--- src/sct_pkg.sv ---
// Shared types, codes and character classes of the source character tokenizer.
`default_nettype none
package sct_pkg;

    // Default parameter values
    localparam int MAX_TOKEN_LENGTH_DEF = 255;
    localparam int LINE_BITS_DEF        = 20;
    localparam int POSITION_BITS_DEF    = 32;

    // Fixed field widths of the result record
    localparam int TOKEN_LINE_W   = 20;
    localparam int TOKEN_START_W  = 32;
    localparam int TOKEN_LENGTH_W = 8;

    // Result queue
    localparam int OQ_DEPTH = 4;
    localparam int OQ_AW    = 2;
    localparam int OQ_CW    = 3;

    // Keyword match progress
    localparam logic [2:0] KP_FULL = 3'd4;
    localparam logic [2:0] KP_MISS = 3'd7;

    typedef enum logic [2:0] {
        M_IDLE    = 3'd0,
        M_IDENT   = 3'd1,
        M_INT     = 3'd2,
        M_DOT     = 3'd3,
        M_FRAC    = 3'd4,
        M_COMMENT = 3'd5
    } t_mode;

    typedef enum logic [2:0] {
        TK_ID     = 3'd0,
        TK_FUNC   = 3'd1,
        TK_NUM    = 3'd2,
        TK_OP     = 3'd3,
        TK_END    = 3'd4,
        TK_BADNUM = 3'd5,
        TK_UNREC  = 3'd6
    } t_tok;

    typedef struct packed {
        logic       kind;
        logic [7:0] char_code;
    } t_in;

    typedef struct packed {
        logic [2:0]                token_kind;
        logic [TOKEN_LINE_W-1:0]   token_line;
        logic [TOKEN_START_W-1:0]  token_start;
        logic [TOKEN_LENGTH_W-1:0] token_length;
        logic [7:0]                token_char;
        logic                      last_of_run;
    } t_out;

    // Records produced by one accepted item, first in rec0
    typedef struct packed {
        logic [1:0] cnt;
        t_out       rec0;
        t_out       rec1;
    } t_push;

    function automatic logic [7:0] kw_char(input logic [1:0] idx);
        logic [7:0] ch;
        case (idx)
            2'd0:    ch = "f";
            2'd1:    ch = "u";
            2'd2:    ch = "n";
            default: ch = "c";
        endcase
        return ch;
    endfunction

    function automatic logic is_digit(input logic [7:0] c);
        return c inside {["0":"9"]};
    endfunction

    function automatic logic is_alpha(input logic [7:0] c);
        return c inside {["a":"z"], ["A":"Z"]};
    endfunction

    function automatic logic is_space(input logic [7:0] c);
        return c inside {" ", [8'd9:8'd13]};
    endfunction

    function automatic logic is_newline(input logic [7:0] c);
        return c inside {8'd10, 8'd13};
    endfunction

    function automatic logic is_oper(input logic [7:0] c);
        return c inside {"+", "-", "/", "*", "=", ">", "<", "(", ")", "{", "}"};
    endfunction

endpackage
`default_nettype wire

--- src/source_char_tokenizer_top.sv ---
// Top level of the source character tokenizer: lexer plus result queue.
//
// Input channel (i_in_valid / o_in_ready / i_in_item): one source character or
// an end-of-input mark per transfer. Output channel (o_out_valid / i_out_ready /
// o_out_item): one token record per transfer; last_of_run marks the final
// record caused by an input transfer.
// A record caused by an input transfer is written into the result queue at that
// transfer and shown on the output from the queue. Throughput: one input transfer
// per cycle while the result queue has room for two records; the lexer state
// registers are updated in the same cycle the character is taken, so consecutive
// characters follow back to back.
// A character that ends a pending token and is itself an operator or an
// unrecognized byte, or an end mark with a token pending, gives two records;
// both enter the four-entry queue in the same cycle.
// Stall: when the receiver holds i_out_ready low the queue fills; o_in_ready
// drops once fewer than two entries are free and returns as records drain.
// Reset (i_rst_n low, synchronous): lexer goes idle, line, position, start,
// length and keyword progress clear, and the queue empties.
`default_nettype none
module source_char_tokenizer_top #(
    parameter int MAX_TOKEN_LENGTH = sct_pkg::MAX_TOKEN_LENGTH_DEF,
    parameter int LINE_BITS        = sct_pkg::LINE_BITS_DEF,
    parameter int POSITION_BITS    = sct_pkg::POSITION_BITS_DEF
) (
    input  wire logic          i_clk,
    input  wire logic          i_rst_n,
    input  wire logic          i_in_valid,
    output logic               o_in_ready,
    input  wire sct_pkg::t_in  i_in_item,
    output logic               o_out_valid,
    input  wire logic          i_out_ready,
    output sct_pkg::t_out      o_out_item
);
    import sct_pkg::*;

    logic  in_accept;
    logic  q_space;
    t_push push;

    // an input transfer happens only with two free queue slots
    assign o_in_ready = q_space;
    assign in_accept  = i_in_valid && o_in_ready;

    sct_lexer #(
        .MAX_TOKEN_LENGTH (MAX_TOKEN_LENGTH),
        .LINE_BITS        (LINE_BITS),
        .POSITION_BITS    (POSITION_BITS)
    ) u_lexer (
        .i_clk    (i_clk),
        .i_rst_n  (i_rst_n),
        .i_accept (in_accept),
        .i_item   (i_in_item),
        .o_push   (push)
    );

    sct_outq u_outq (
        .i_clk   (i_clk),
        .i_rst_n (i_rst_n),
        .i_push  (push),
        .o_space (q_space),
        .o_valid (o_out_valid),
        .i_ready (i_out_ready),
        .o_item  (o_out_item)
    );

    // At most two records per input transfer
    a_push_max: assert property (@(posedge i_clk) disable iff (!i_rst_n)
        push.cnt != 2'd3)
        else $error("more than two records pushed");

    // Records are pushed only on an input transfer
    a_push_on_accept: assert property (@(posedge i_clk) disable iff (!i_rst_n)
        push.cnt != 2'd0 |-> in_accept)
        else $error("record pushed without input transfer");

    // End mark always yields at least its end record
    a_end_emits: assert property (@(posedge i_clk) disable iff (!i_rst_n)
        in_accept && i_in_item.kind |-> push.cnt != 2'd0)
        else $error("end mark produced no record");

    // last_of_run sits only on the final record of the run
    a_last_flag: assert property (@(posedge i_clk) disable iff (!i_rst_n)
        (push.cnt == 2'd1 |-> push.rec0.last_of_run) and
        (push.cnt == 2'd2 |-> !push.rec0.last_of_run && push.rec1.last_of_run))
        else $error("last_of_run misplaced");

endmodule
`default_nettype wire

--- src/sct_lexer.sv ---
// Lexer state registers and per-character token decision logic.
`default_nettype none
module sct_lexer #(
    parameter int MAX_TOKEN_LENGTH = sct_pkg::MAX_TOKEN_LENGTH_DEF,
    parameter int LINE_BITS        = sct_pkg::LINE_BITS_DEF,
    parameter int POSITION_BITS    = sct_pkg::POSITION_BITS_DEF
) (
    input  wire logic          i_clk,
    input  wire logic          i_rst_n,
    input  wire logic          i_accept,
    input  wire sct_pkg::t_in  i_item,
    output sct_pkg::t_push     o_push
);
    import sct_pkg::*;

    localparam int LW  = $clog2(MAX_TOKEN_LENGTH + 1);
    localparam int LCW = (LW > TOKEN_LENGTH_W) ? LW : TOKEN_LENGTH_W;
    localparam int NCW = (LINE_BITS > TOKEN_LINE_W) ? LINE_BITS : TOKEN_LINE_W;
    localparam int PCW = (POSITION_BITS > TOKEN_START_W) ? POSITION_BITS : TOKEN_START_W;

    t_mode                    r_mode, n_mode;
    logic [LINE_BITS-1:0]     r_line, n_line;
    logic [POSITION_BITS-1:0] r_pos, n_pos;
    logic [POSITION_BITS-1:0] r_start, n_start;
    logic [LW-1:0]            r_len, n_len;
    logic [2:0]               r_kp, n_kp;

    logic [7:0] c;
    logic       is_end;
    logic       used, flush, fresh, emit_char, has_second;
    logic       c_dig, c_alpha, c_nl, c_spc, c_hash;
    logic [LW-1:0]            len_grow;
    logic [LINE_BITS-1:0]     line_inc;
    logic [POSITION_BITS-1:0] pos_inc;
    logic [LCW-1:0]           len_ext;
    logic [NCW-1:0]           line_ext;
    logic [PCW-1:0]           start_ext, pos_ext;
    logic [TOKEN_LENGTH_W-1:0] len_out;
    logic [TOKEN_LINE_W-1:0]   line_out;
    logic [TOKEN_START_W-1:0]  start_out, pos_out;
    t_out rec_flush, rec_second;
    t_tok flush_kind;

    assign c       = i_item.char_code;
    assign is_end  = i_item.kind;
    assign c_dig   = is_digit(c);
    assign c_alpha = is_alpha(c);
    assign c_nl    = is_newline(c);
    assign c_spc   = is_space(c);
    assign c_hash  = (c == "#");

    // Saturating counters
    assign len_grow = (r_len < LW'(MAX_TOKEN_LENGTH)) ? r_len + LW'(1) : r_len;
    assign line_inc = (r_line == {LINE_BITS{1'b1}}) ? r_line : r_line + LINE_BITS'(1);
    assign pos_inc  = (r_pos == {POSITION_BITS{1'b1}}) ? r_pos : r_pos + POSITION_BITS'(1);

    // Clamp to the record field widths
    assign len_ext   = LCW'(r_len);
    assign line_ext  = NCW'(r_line);
    assign start_ext = PCW'(r_start);
    assign pos_ext   = PCW'(r_pos);
    assign len_out   = (len_ext > LCW'({TOKEN_LENGTH_W{1'b1}})) ? {TOKEN_LENGTH_W{1'b1}}
                                                                 : len_ext[TOKEN_LENGTH_W-1:0];
    assign line_out  = (line_ext > NCW'({TOKEN_LINE_W{1'b1}})) ? {TOKEN_LINE_W{1'b1}}
                                                                : line_ext[TOKEN_LINE_W-1:0];
    assign start_out = (start_ext > PCW'({TOKEN_START_W{1'b1}})) ? {TOKEN_START_W{1'b1}}
                                                                  : start_ext[TOKEN_START_W-1:0];
    assign pos_out   = (pos_ext > PCW'({TOKEN_START_W{1'b1}})) ? {TOKEN_START_W{1'b1}}
                                                              : pos_ext[TOKEN_START_W-1:0];

    // Does the current token take this character, or does it end here
    always_comb begin
        used  = 1'b0;
        flush = 1'b0;
        if (is_end) begin
            flush = (r_mode == M_IDENT) || (r_mode == M_INT) ||
                    (r_mode == M_DOT) || (r_mode == M_FRAC);
        end else begin
            case (r_mode)
                M_IDENT: begin
                    used  = c_alpha || c_dig;
                    flush = !(c_alpha || c_dig);
                end
                M_INT: begin
                    used  = c_dig || (c == ".");
                    flush = !(c_dig || (c == "."));
                end
                M_DOT, M_FRAC: begin
                    used  = c_dig;
                    flush = !c_dig;
                end
                M_COMMENT: used = 1'b1;
                default: ;
            endcase
        end
    end

    // Character not taken by a token: start something new or emit it
    assign fresh      = !is_end && !used;
    assign emit_char  = fresh && !c_nl && !c_spc && !c_alpha && !c_dig && !c_hash;
    assign has_second = is_end || emit_char;

    // Next state
    always_comb begin
        n_mode  = r_mode;
        n_line  = r_line;
        n_pos   = r_pos;
        n_start = r_start;
        n_len   = r_len;
        n_kp    = r_kp;
        if (is_end) begin
            n_mode = M_IDLE;
        end else begin
            case (r_mode)
                M_IDENT: begin
                    if (used) begin
                        n_len = len_grow;
                        if (r_kp < KP_FULL && c == kw_char(r_kp[1:0])) begin
                            n_kp = r_kp + 3'd1;
                        end else begin
                            n_kp = KP_MISS;
                        end
                    end
                end
                M_INT: begin
                    if (c_dig) begin
                        n_len = len_grow;
                    end else if (c == ".") begin
                        n_len  = len_grow;
                        n_mode = M_DOT;
                    end
                end
                M_DOT, M_FRAC: begin
                    if (c_dig) begin
                        n_len  = len_grow;
                        n_mode = M_FRAC;
                    end
                end
                M_COMMENT: begin
                    if (c_nl) begin
                        n_line = line_inc;
                        n_mode = M_IDLE;
                    end
                end
                default: n_mode = M_IDLE;
            endcase
            if (flush) begin
                n_mode = M_IDLE;
            end
            if (fresh) begin
                if (c_nl) begin
                    n_line = line_inc;
                end else if (c_spc) begin
                    n_mode = M_IDLE;
                end else if (c_alpha) begin
                    n_mode  = M_IDENT;
                    n_start = r_pos;
                    n_len   = LW'(1);
                    n_kp    = (c == kw_char(2'd0)) ? 3'd1 : KP_MISS;
                end else if (c_dig) begin
                    n_mode  = M_INT;
                    n_start = r_pos;
                    n_len   = LW'(1);
                end else if (c_hash) begin
                    n_mode = M_COMMENT;
                end
            end
            n_pos = pos_inc;
        end
    end

    // Result records
    always_comb begin
        case (r_mode)
            M_IDENT:       flush_kind = (r_kp == KP_FULL) ? TK_FUNC : TK_ID;
            M_INT, M_FRAC: flush_kind = TK_NUM;
            default:       flush_kind = TK_BADNUM;
        endcase

        rec_flush.token_kind   = flush_kind;
        rec_flush.token_line   = line_out;
        rec_flush.token_start  = start_out;
        rec_flush.token_length = len_out;
        rec_flush.token_char   = 8'd0;
        rec_flush.last_of_run  = !has_second;

        rec_second.token_line  = line_out;
        rec_second.token_start = pos_out;
        rec_second.last_of_run = 1'b1;
        if (is_end) begin
            rec_second.token_kind   = TK_END;
            rec_second.token_length = '0;
            rec_second.token_char   = 8'd0;
        end else begin
            rec_second.token_kind   = is_oper(c) ? TK_OP : TK_UNREC;
            rec_second.token_length = TOKEN_LENGTH_W'(1);
            rec_second.token_char   = c;
        end

        o_push.rec0 = flush ? rec_flush : rec_second;
        o_push.rec1 = rec_second;
        o_push.cnt  = i_accept ? (2'(flush) + 2'(has_second)) : 2'd0;
    end

    always_ff @(posedge i_clk) begin
        if (!i_rst_n) begin
            r_mode  <= M_IDLE;
            r_line  <= '0;
            r_pos   <= '0;
            r_start <= '0;
            r_len   <= '0;
            r_kp    <= '0;
        end else if (i_accept) begin
            r_mode  <= n_mode;
            r_line  <= n_line;
            r_pos   <= n_pos;
            r_start <= n_start;
            r_len   <= n_len;
            r_kp    <= n_kp;
        end
    end

endmodule
`default_nettype wire

--- src/sct_outq.sv ---
// Four-entry result queue taking up to two records per cycle.
`default_nettype none
module sct_outq (
    input  wire logic           i_clk,
    input  wire logic           i_rst_n,
    input  wire sct_pkg::t_push i_push,
    output logic                o_space,
    output logic                o_valid,
    input  wire logic           i_ready,
    output sct_pkg::t_out       o_item
);
    import sct_pkg::*;

    t_out             r_mem [OQ_DEPTH];
    logic [OQ_AW-1:0] r_wr, n_wr;
    logic [OQ_AW-1:0] r_rd, n_rd;
    logic [OQ_CW-1:0] r_cnt, n_cnt;
    logic             pop;

    assign o_valid = (r_cnt != '0);
    assign o_item  = r_mem[r_rd];
    assign pop     = o_valid && i_ready;
    // room for a double result regardless of the consumer
    assign o_space = (r_cnt <= OQ_CW'(OQ_DEPTH - 2));

    always_comb begin
        n_wr  = r_wr + OQ_AW'(i_push.cnt);
        n_rd  = pop ? r_rd + OQ_AW'(1) : r_rd;
        n_cnt = r_cnt + OQ_CW'(i_push.cnt) - OQ_CW'(pop);
    end

    always_ff @(posedge i_clk) begin
        if (i_push.cnt != 2'd0) begin
            r_mem[r_wr] <= i_push.rec0;
        end
        if (i_push.cnt == 2'd2) begin
            r_mem[r_wr + OQ_AW'(1)] <= i_push.rec1;
        end
    end

    always_ff @(posedge i_clk) begin
        if (!i_rst_n) begin
            r_wr  <= '0;
            r_rd  <= '0;
            r_cnt <= '0;
        end else begin
            r_wr  <= n_wr;
            r_rd  <= n_rd;
            r_cnt <= n_cnt;
        end
    end

endmodule
`default_nettype wire

--- config.mk ---
export PLATFORM = sky130hd
export DESIGN_NAME = source_char_tokenizer_top
export DESIGN_NICKNAME = d
export VERILOG_FILES = /design/src/sct_pkg.sv /design/src/source_char_tokenizer_top.sv /design/src/sct_lexer.sv /design/src/sct_outq.sv
export SDC_FILE = /design/constraint.sdc
export NUM_CORES = 1
export LEC_CHECK = 0
export ABC_AREA = 1
export BUFFER_PORTS_ARGS = -buffer_cell sky130_fd_sc_hd__buf_2
export CAP_MARGIN = 20
export CORE_ASPECT_RATIO = 1.5
export CORE_MARGIN = 3
export CORE_UTILIZATION = 53
export DETAILED_ROUTE_END_ITERATION = 10
export PLACE_DENSITY_LB_ADDON = 0.08
export SYNTH_ARGS = -nofsm -noshare
export SYNTH_HDL_FRONTEND = slang
export SYNTH_SLANG_ARGS = --single-unit
--- constraint.sdc ---
create_clock -name i_clk -period 5.42 [get_ports i_clk]
set_input_delay 1.084 -clock i_clk [delete_from_list [all_inputs] [get_ports i_clk]]
set_output_delay 1.084 -clock i_clk [all_outputs]
set_load 0.02 [all_outputs]
; ---- Yosys cells after proc, flatten, opt, wreduce, memory -nomap -nowiden
; Memories as Yosys holds them, arrays and structs flattened. A register that Yosys moved wholly into a read port is not among the register bits.
; Cells that the tools add are included.
[word_totals]
input_bits = 13
ramBits = 288
ff_bits = 105
output_inout_bits = 74
n_memories = 1
latchBits = 0
rom_bits = 0
[classes]
magnitude_cmp = 15
n_bitwise = 4
mux = 64
add_sub_neg = 10
reduce_logical = 42
n_eq_ne = 29
div = 0
shift = 0
mul = 0
[memory_table]
columns = memory, words, word_bits, read_ports, rd_clocked_by_memory_dff, wr, line_no
row1 = u_outq.r_mem, 4, 72, 1, 1, 2, sct_outq.sv:14  ; t_out r_mem [OQ_DEPTH];
[ops]
columns = operator, count
row1 = $mux W32, 4
row2 = $mux W20, 6
row3 = $mux W8, 14
row4 = $eq A8 B6 Y1 const B, 12
row5 = $mux W72, 1
row6 = $mux W3, 22
row7 = $gt A32 B32 Y1 const B, 2
row8 = $add A32 B1 Y32 const B, 1
row9 = $eq A32 B32 Y1 const B, 1
row10 = $eq A8 B7 Y1 const B, 3
row11 = $pmux W8 S3, 1
row12 = $add A20 B1 Y20 const B, 1
row13 = $eq A20 B20 Y1 const B, 1
row14 = $gt A20 B20 Y1 const B, 1
row15 = $eq A8 B4 Y1 const B, 2
row16 = $ge A8 B7 Y1 const B, 2
row17 = $le A8 B7 Y1 const B, 2
row18 = $pmux W5 S3, 1
row19 = $logic_and A1 B1 Y1, 13
row20 = $pmux W3 S4, 1
row21 = $reduce_bool A11 Y1, 1
row22 = $logic_not A1 Y1, 10
row23 = $reduce_bool A2 Y1, 5
row24 = $eq A3 B3 Y1 const B, 3
row25 = 34 further kinds, 54

; ---- Depth between registers and ports, before layout
[depth]
depth_word = 19
mapped_depth = 22
depth_no_buf = 22

; ---- Cells and area by module
; From an unflattened synthesis, not the netlist that was laid out.
[unflattened]
hier_cells = 2517
area_unflattened_um2 = 20848.7
[by_module_without_submodules]
columns = mod, seq_area_each_um2, cells_each, n_inst, area_each_um2
row1 = sct_outq, 8828.5, 1477, 1, 14303.7
row2 = sct_lexer, 1961.9, 1038, 1, 6537.5
row3 = source_char_tokenizer_top, 0.0, 2, 1, 7.5

; ---- Worst setup path after synthesis
; No wires, ideal clock.
[synth_timing]
kind = input-to-reg
from = input port i_in_item[2] in the netlist's numbering
to = memory u_outq.r_mem[3][1] in the netlist's numbering, data pin
path_buffers = 1
t_arrival_ps = 5223
setup_slack_ps = 39
required_ps = 5263
setup_time_ps = 157
path_stages = 21
path_cell_list = buf_2 > nor2_1 > nand3_1 > nand3_2 > nand2_2 > nand2_2 > nand3_4 > nor2_1 > nand4_1 > o21ai_0 > ha_1 > inv_1 > nor2_2 > inv_1 > nor2_2 > nand2_1 > inv_1 > nor2_2 > inv_1 > o21ai_1 > nor2_1
[synth_rtl]
columns = item, line_no
row1 = "start, declared", source_char_tokenizer_top.sv:29  ; input wire sct_pkg::t_in i_in_item,
row2 = "end, declared", sct_outq.sv:14

==> impl_summary.log <==
[metrics] Area growth syn-to-layout: 10.9%
[metrics] cell count after synthesis: 2229
[metrics] count of flip-flops with a built-in enable after synthesis: 256
[metrics] count of endpoints failing hold in the final timing report: 0
[metrics] share of async-settable or async-resettable flops after synthesis: 0
[metrics] transition time of the tightest slew-check pin: 1.00 ns
[metrics] final critical-path required period: 4.23 ns
[metrics] Switching Share: 0.319
[metrics] global routing usage summed across all routing layers: 0.285
[metrics] largest net degree at the start of global routing: 100
[metrics] number of cells upsized or downsized after cts: 0
[metrics] Routed Wire Length: 55900 µm
[metrics] number of rows created at floorplan: 84
[metrics] wire per inst: 20.2 µm
[metrics] Core Footprint: 0.0352 mm²
[metrics] Critical Path End Type: register
[metrics] total buffers and inverters traversed by the critical path: 7
[metrics] die area: 0.0382 mm²
[metrics] count of distinct cell types in the synthesized netlist: 42
[metrics] via density per instance: 5.93
[metrics] crit path kind: in2reg
[metrics] initial standard-cell utilization of the core: 0.540
[metrics] part of the power in combinational logic: 0.221
[metrics] maximum buffer depth of the clock tree: 3
[metrics] fraction of final layout cells with drive strength greater than 1: 0.101
[metrics] RSZ-0062 raised after global routing: false
[metrics] Max FO, Critical Path: 20
[metrics] achievable frequency: 236 MHz
[metrics] Worst setup SP type: input pin
[metrics] Remaining DRCs: 0
[metrics] Cell Area, Placed: 0.0198 mm²
[metrics] critical path arrival: 4.43 ns
[metrics] Max Transition Viols Final: 0
[metrics] Ys Warns: 0
[metrics] die width: 161 µm
[metrics] Most Frequent Cell on Critical Path: nor2_2
[metrics] Leak Pwr: 7.44 nW
[metrics] Main synth FF type: edfxtp_1
[metrics] final core utilization: 0.599
[metrics] power density cells: 376 mW/mm²
[metrics] clock root cell: clkbuf_16
[metrics] number of input and output port buffers inserted: 86
[metrics] TritonRoute pass-1 iters: 5
[metrics] Maximum Capacitance Violations: 0
[metrics] antenna diode instance count: 0
[metrics] Layout Cell Area excl Fill: 0.0211 mm²
[metrics] # clock sinks: 395
[metrics] Clock power frac: 0.339
[metrics] number of top-level pins: 87
[metrics] Iteration-0 DRC Markers: 1206
[metrics] Net Count, Synth: 2257
[metrics] Setup TNS Final: 0 ns
[metrics] hpwl dp: 34300 µm
[metrics] max incr delay on CP: 0.42 ns
[metrics] Power Internal: 5.40 mW
[metrics] overall via count from detail_route: 16412
[metrics] clock slew at reported path FFs: 0.06 ns
[metrics] class of the tightest hold or removal check: reg2reg
[metrics] TritonCTS clock tree: yes
[metrics] insertion delay of the later-clocked pin in the worst-skew pair: 0.54 ns
[metrics] Mean Syn Cell Area: 8.53 µm²
[metrics] kind of cell adding the most delay to the critical path: simple AND/OR/NAND/NOR gates
[metrics] post-detailed-route count of antenna-violating nets: 0
[metrics] critical path required time: 5.62 ns
[metrics] cell taking the most area after synthesis: edfxtp_1
[metrics] cell with the most instances after synthesis: nor2_1
[metrics] Sw Pwr: 2.53 mW
[metrics] global-route wire length before repair: 86600 µm
[metrics] post-layout net count: 2293
[metrics] total power of the final layout: 7.93 mW
[metrics] die outline height: 238 µm
[metrics] area share of the largest cell type after synthesis: 0.404
[metrics] flop and latch count out of synthesis: 395
[metrics] post-synthesis cell area: 0.0190 mm²
[metrics] final-report setup violation count: 0
[metrics] number of antenna violations at the first check in global routing: 0
[metrics] synth top area cells: edfxtp_1 (40%), dfxtp_1 (15%), nor2_1 (8.5%)
[metrics] Slew Limit Headroom: 0.332
[metrics] number of clock buffers inserted by TritonCTS: 38
[metrics] largest voltage drop on the vdd net: 0.291 mV
[metrics] H-tree level count: 2
[metrics] status: complete, no violations
[metrics] global-route congestion overflow total: 0
[metrics] portion of the post-synthesis area used by sequential elements: 0.551
[metrics] part of the total power dissipated in sequential elements: 0.440
[metrics] CP max stage cell: buf_4
[metrics] quantity of hold-fixing buffers added after cts: 0
[metrics] sequence of cells on the critical path: buf_2 -> inv_2 -> nand2_1 -> nor2_1 -> nand3_1 -> nand2_1 -> nor2_2 -> nand3_4 -> nor2_1 -> nand4_1 -> o21ai_0 -> ha_1 -> inv_1 -> nor2_2 -> inv_1 -> nor2_2 -> nand2_1 -> inv_1 -> nor2_2 -> inv_2 -> buf_4
[metrics] share of the cycle needed by the critical path after routing: 0.780
[metrics] maximum clock skew at final layout: 0.00878 ns
[metrics] placer congestion estimate: 0.889
[metrics] setup fix buffers added after clock tree synthesis: 0
[metrics] leading cell types by count after synthesis: nor2_1 (429), nand2_1 (333), edfxtp_1 (256)
[metrics] number of global-route vias before repair: 15987
## flip-flops by register name, summed over array words and instances, names as in the netlist, named ones only
register          count
u_outq.r_mem        288
u_lexer.pos_ext      32
u_lexer.r_start      32
u_lexer.line_ext     20
u_lexer.len_ext       8
u_lexer.r_kp          3
u_lexer.r_mode        3
u_outq.r_cnt          3
u_outq.r_rd           2
u_outq.r_wr           2
## area by class of cell
type,instances,area [µm²]
Sequential cell,395,10500
Clock buffer,57,1140
Multi-Input combinational cell,1540,7410
Clock inverter,13,114
Tap cell,473,592
Fill cell,3133,14100
Inverter,170,641
Timing Repair Buffer,120,711
## through the flow
step | hold slack, ns | instances | setup slack, ns
4_1_cts | 0.455 | 2768 | 1.13
2_1_floorplan | 0.423 | 2229 | 0.0395
6_report | 0.453 | 2768 | 1.19
3_3_place_gp | 0.434 | 2698 | 0.774
5_1_grt | 0.473 | 2768 | 0.794
3_5_place_dp | 0.440 | 2698 | 0.678
## layer usage
metal	vias up	track usage	wire length, µm
li1	7820	-	-
met5	-	0	0
met3	115	0.0330	3170
met4	0	0.116	1930
met1	7879	0.337	21400
met2	598	0.525	29400
## path summary, 6_finish.rpt
check / start / endpoint / slack, ns / cells past startpoint
max reg2reg: u_lexer.r_mode[2]$_SDFFE_PN0P_ / u_outq.r_mem[3][27]$_DFFE_PP_ / 1.47 / 20
min reg2reg: u_outq.r_mem[2][16]$_SDFFE_PP0N_ / u_outq.r_mem[2][16]$_SDFFE_PP0N_ / 0.45 / 2
max: i_in_item[4] / u_outq.r_mem[3][27]$_DFFE_PP_ / 1.19 / 21
min: u_outq.r_mem[2][16]$_SDFFE_PP0N_ / u_outq.r_mem[2][16]$_SDFFE_PP0N_ / 0.45 / 2
## cells by family (layout without fill, tap and decap cells)
kind of cell	after synthesis	in the layout	share of synthesized area
AND/OR/NAND/NOR	911	911	0.195
buffers and inverters	294	360	0.0597
AO/OA/AOI/OAI	593	593	0.175
adder cells (fa/ha/maj)	15	15	0.0103
flip-flops	395	395	0.551
XOR/XNOR	21	21	0.00967
## power by group through the flow
| stage | Clock (mW) | Combinational, mW | Sequential, mW |
|---|---|---|---|
| after floorplan | 0 | 1.17 | 3.48 |
| after global placement | 0 | 1.75 | 3.55 |
| after detailed placement | 0 | 1.77 | 3.56 |
| after CTS | 2.72 | 1.77 | 3.49 |
| after global routing | 2.82 | 1.90 | 3.51 |
| final | 2.69 | 1.75 | 3.49 |
## worst reg2reg max path: stages, from the launching register on
cell and delay [ns]:
dfxtp_1 0.39, inv_2 0.06, nand2_1 0.09, nor2_1 0.09, nand3_1 0.14, nand2_1 0.12, nor2_2 0.21, nand3_4 0.18
nor2_1 0.17, nand4_1 0.13, o21ai_0 0.23, ha_1 0.23, inv_1 0.06, nor2_2 0.20, inv_1 0.10, nor2_2 0.18
nand2_1 0.11, inv_1 0.12, nor2_2 0.06, inv_2 0.32, buf_4 0.42
## cell usage in the layout, fill, tap and decap left out, drive strengths merged
cell type / n
o22ai: 219
clkinvlp: 1
xnor2: 1
clkbuf: 57
nor4: 11
o211ai: 1
o21ai: 294
nand4: 17
or2: 2
a31oi: 3
o21bai: 1
nor2: 438
xor2: 20
a22oi: 1
clkinv: 17
o21a: 3
inv: 163
a21boi: 1
nand2: 339
a41oi: 1
o2111ai: 2
nor3b: 2
edfxtp: 256
dfxtp: 139
nand3b: 4
a21oi: 65
nor3: 39
ha: 14
o31ai: 2
bufinv: 2
buf: 120
fa: 1
nand3: 59
(Power assumes the default switching activity.)
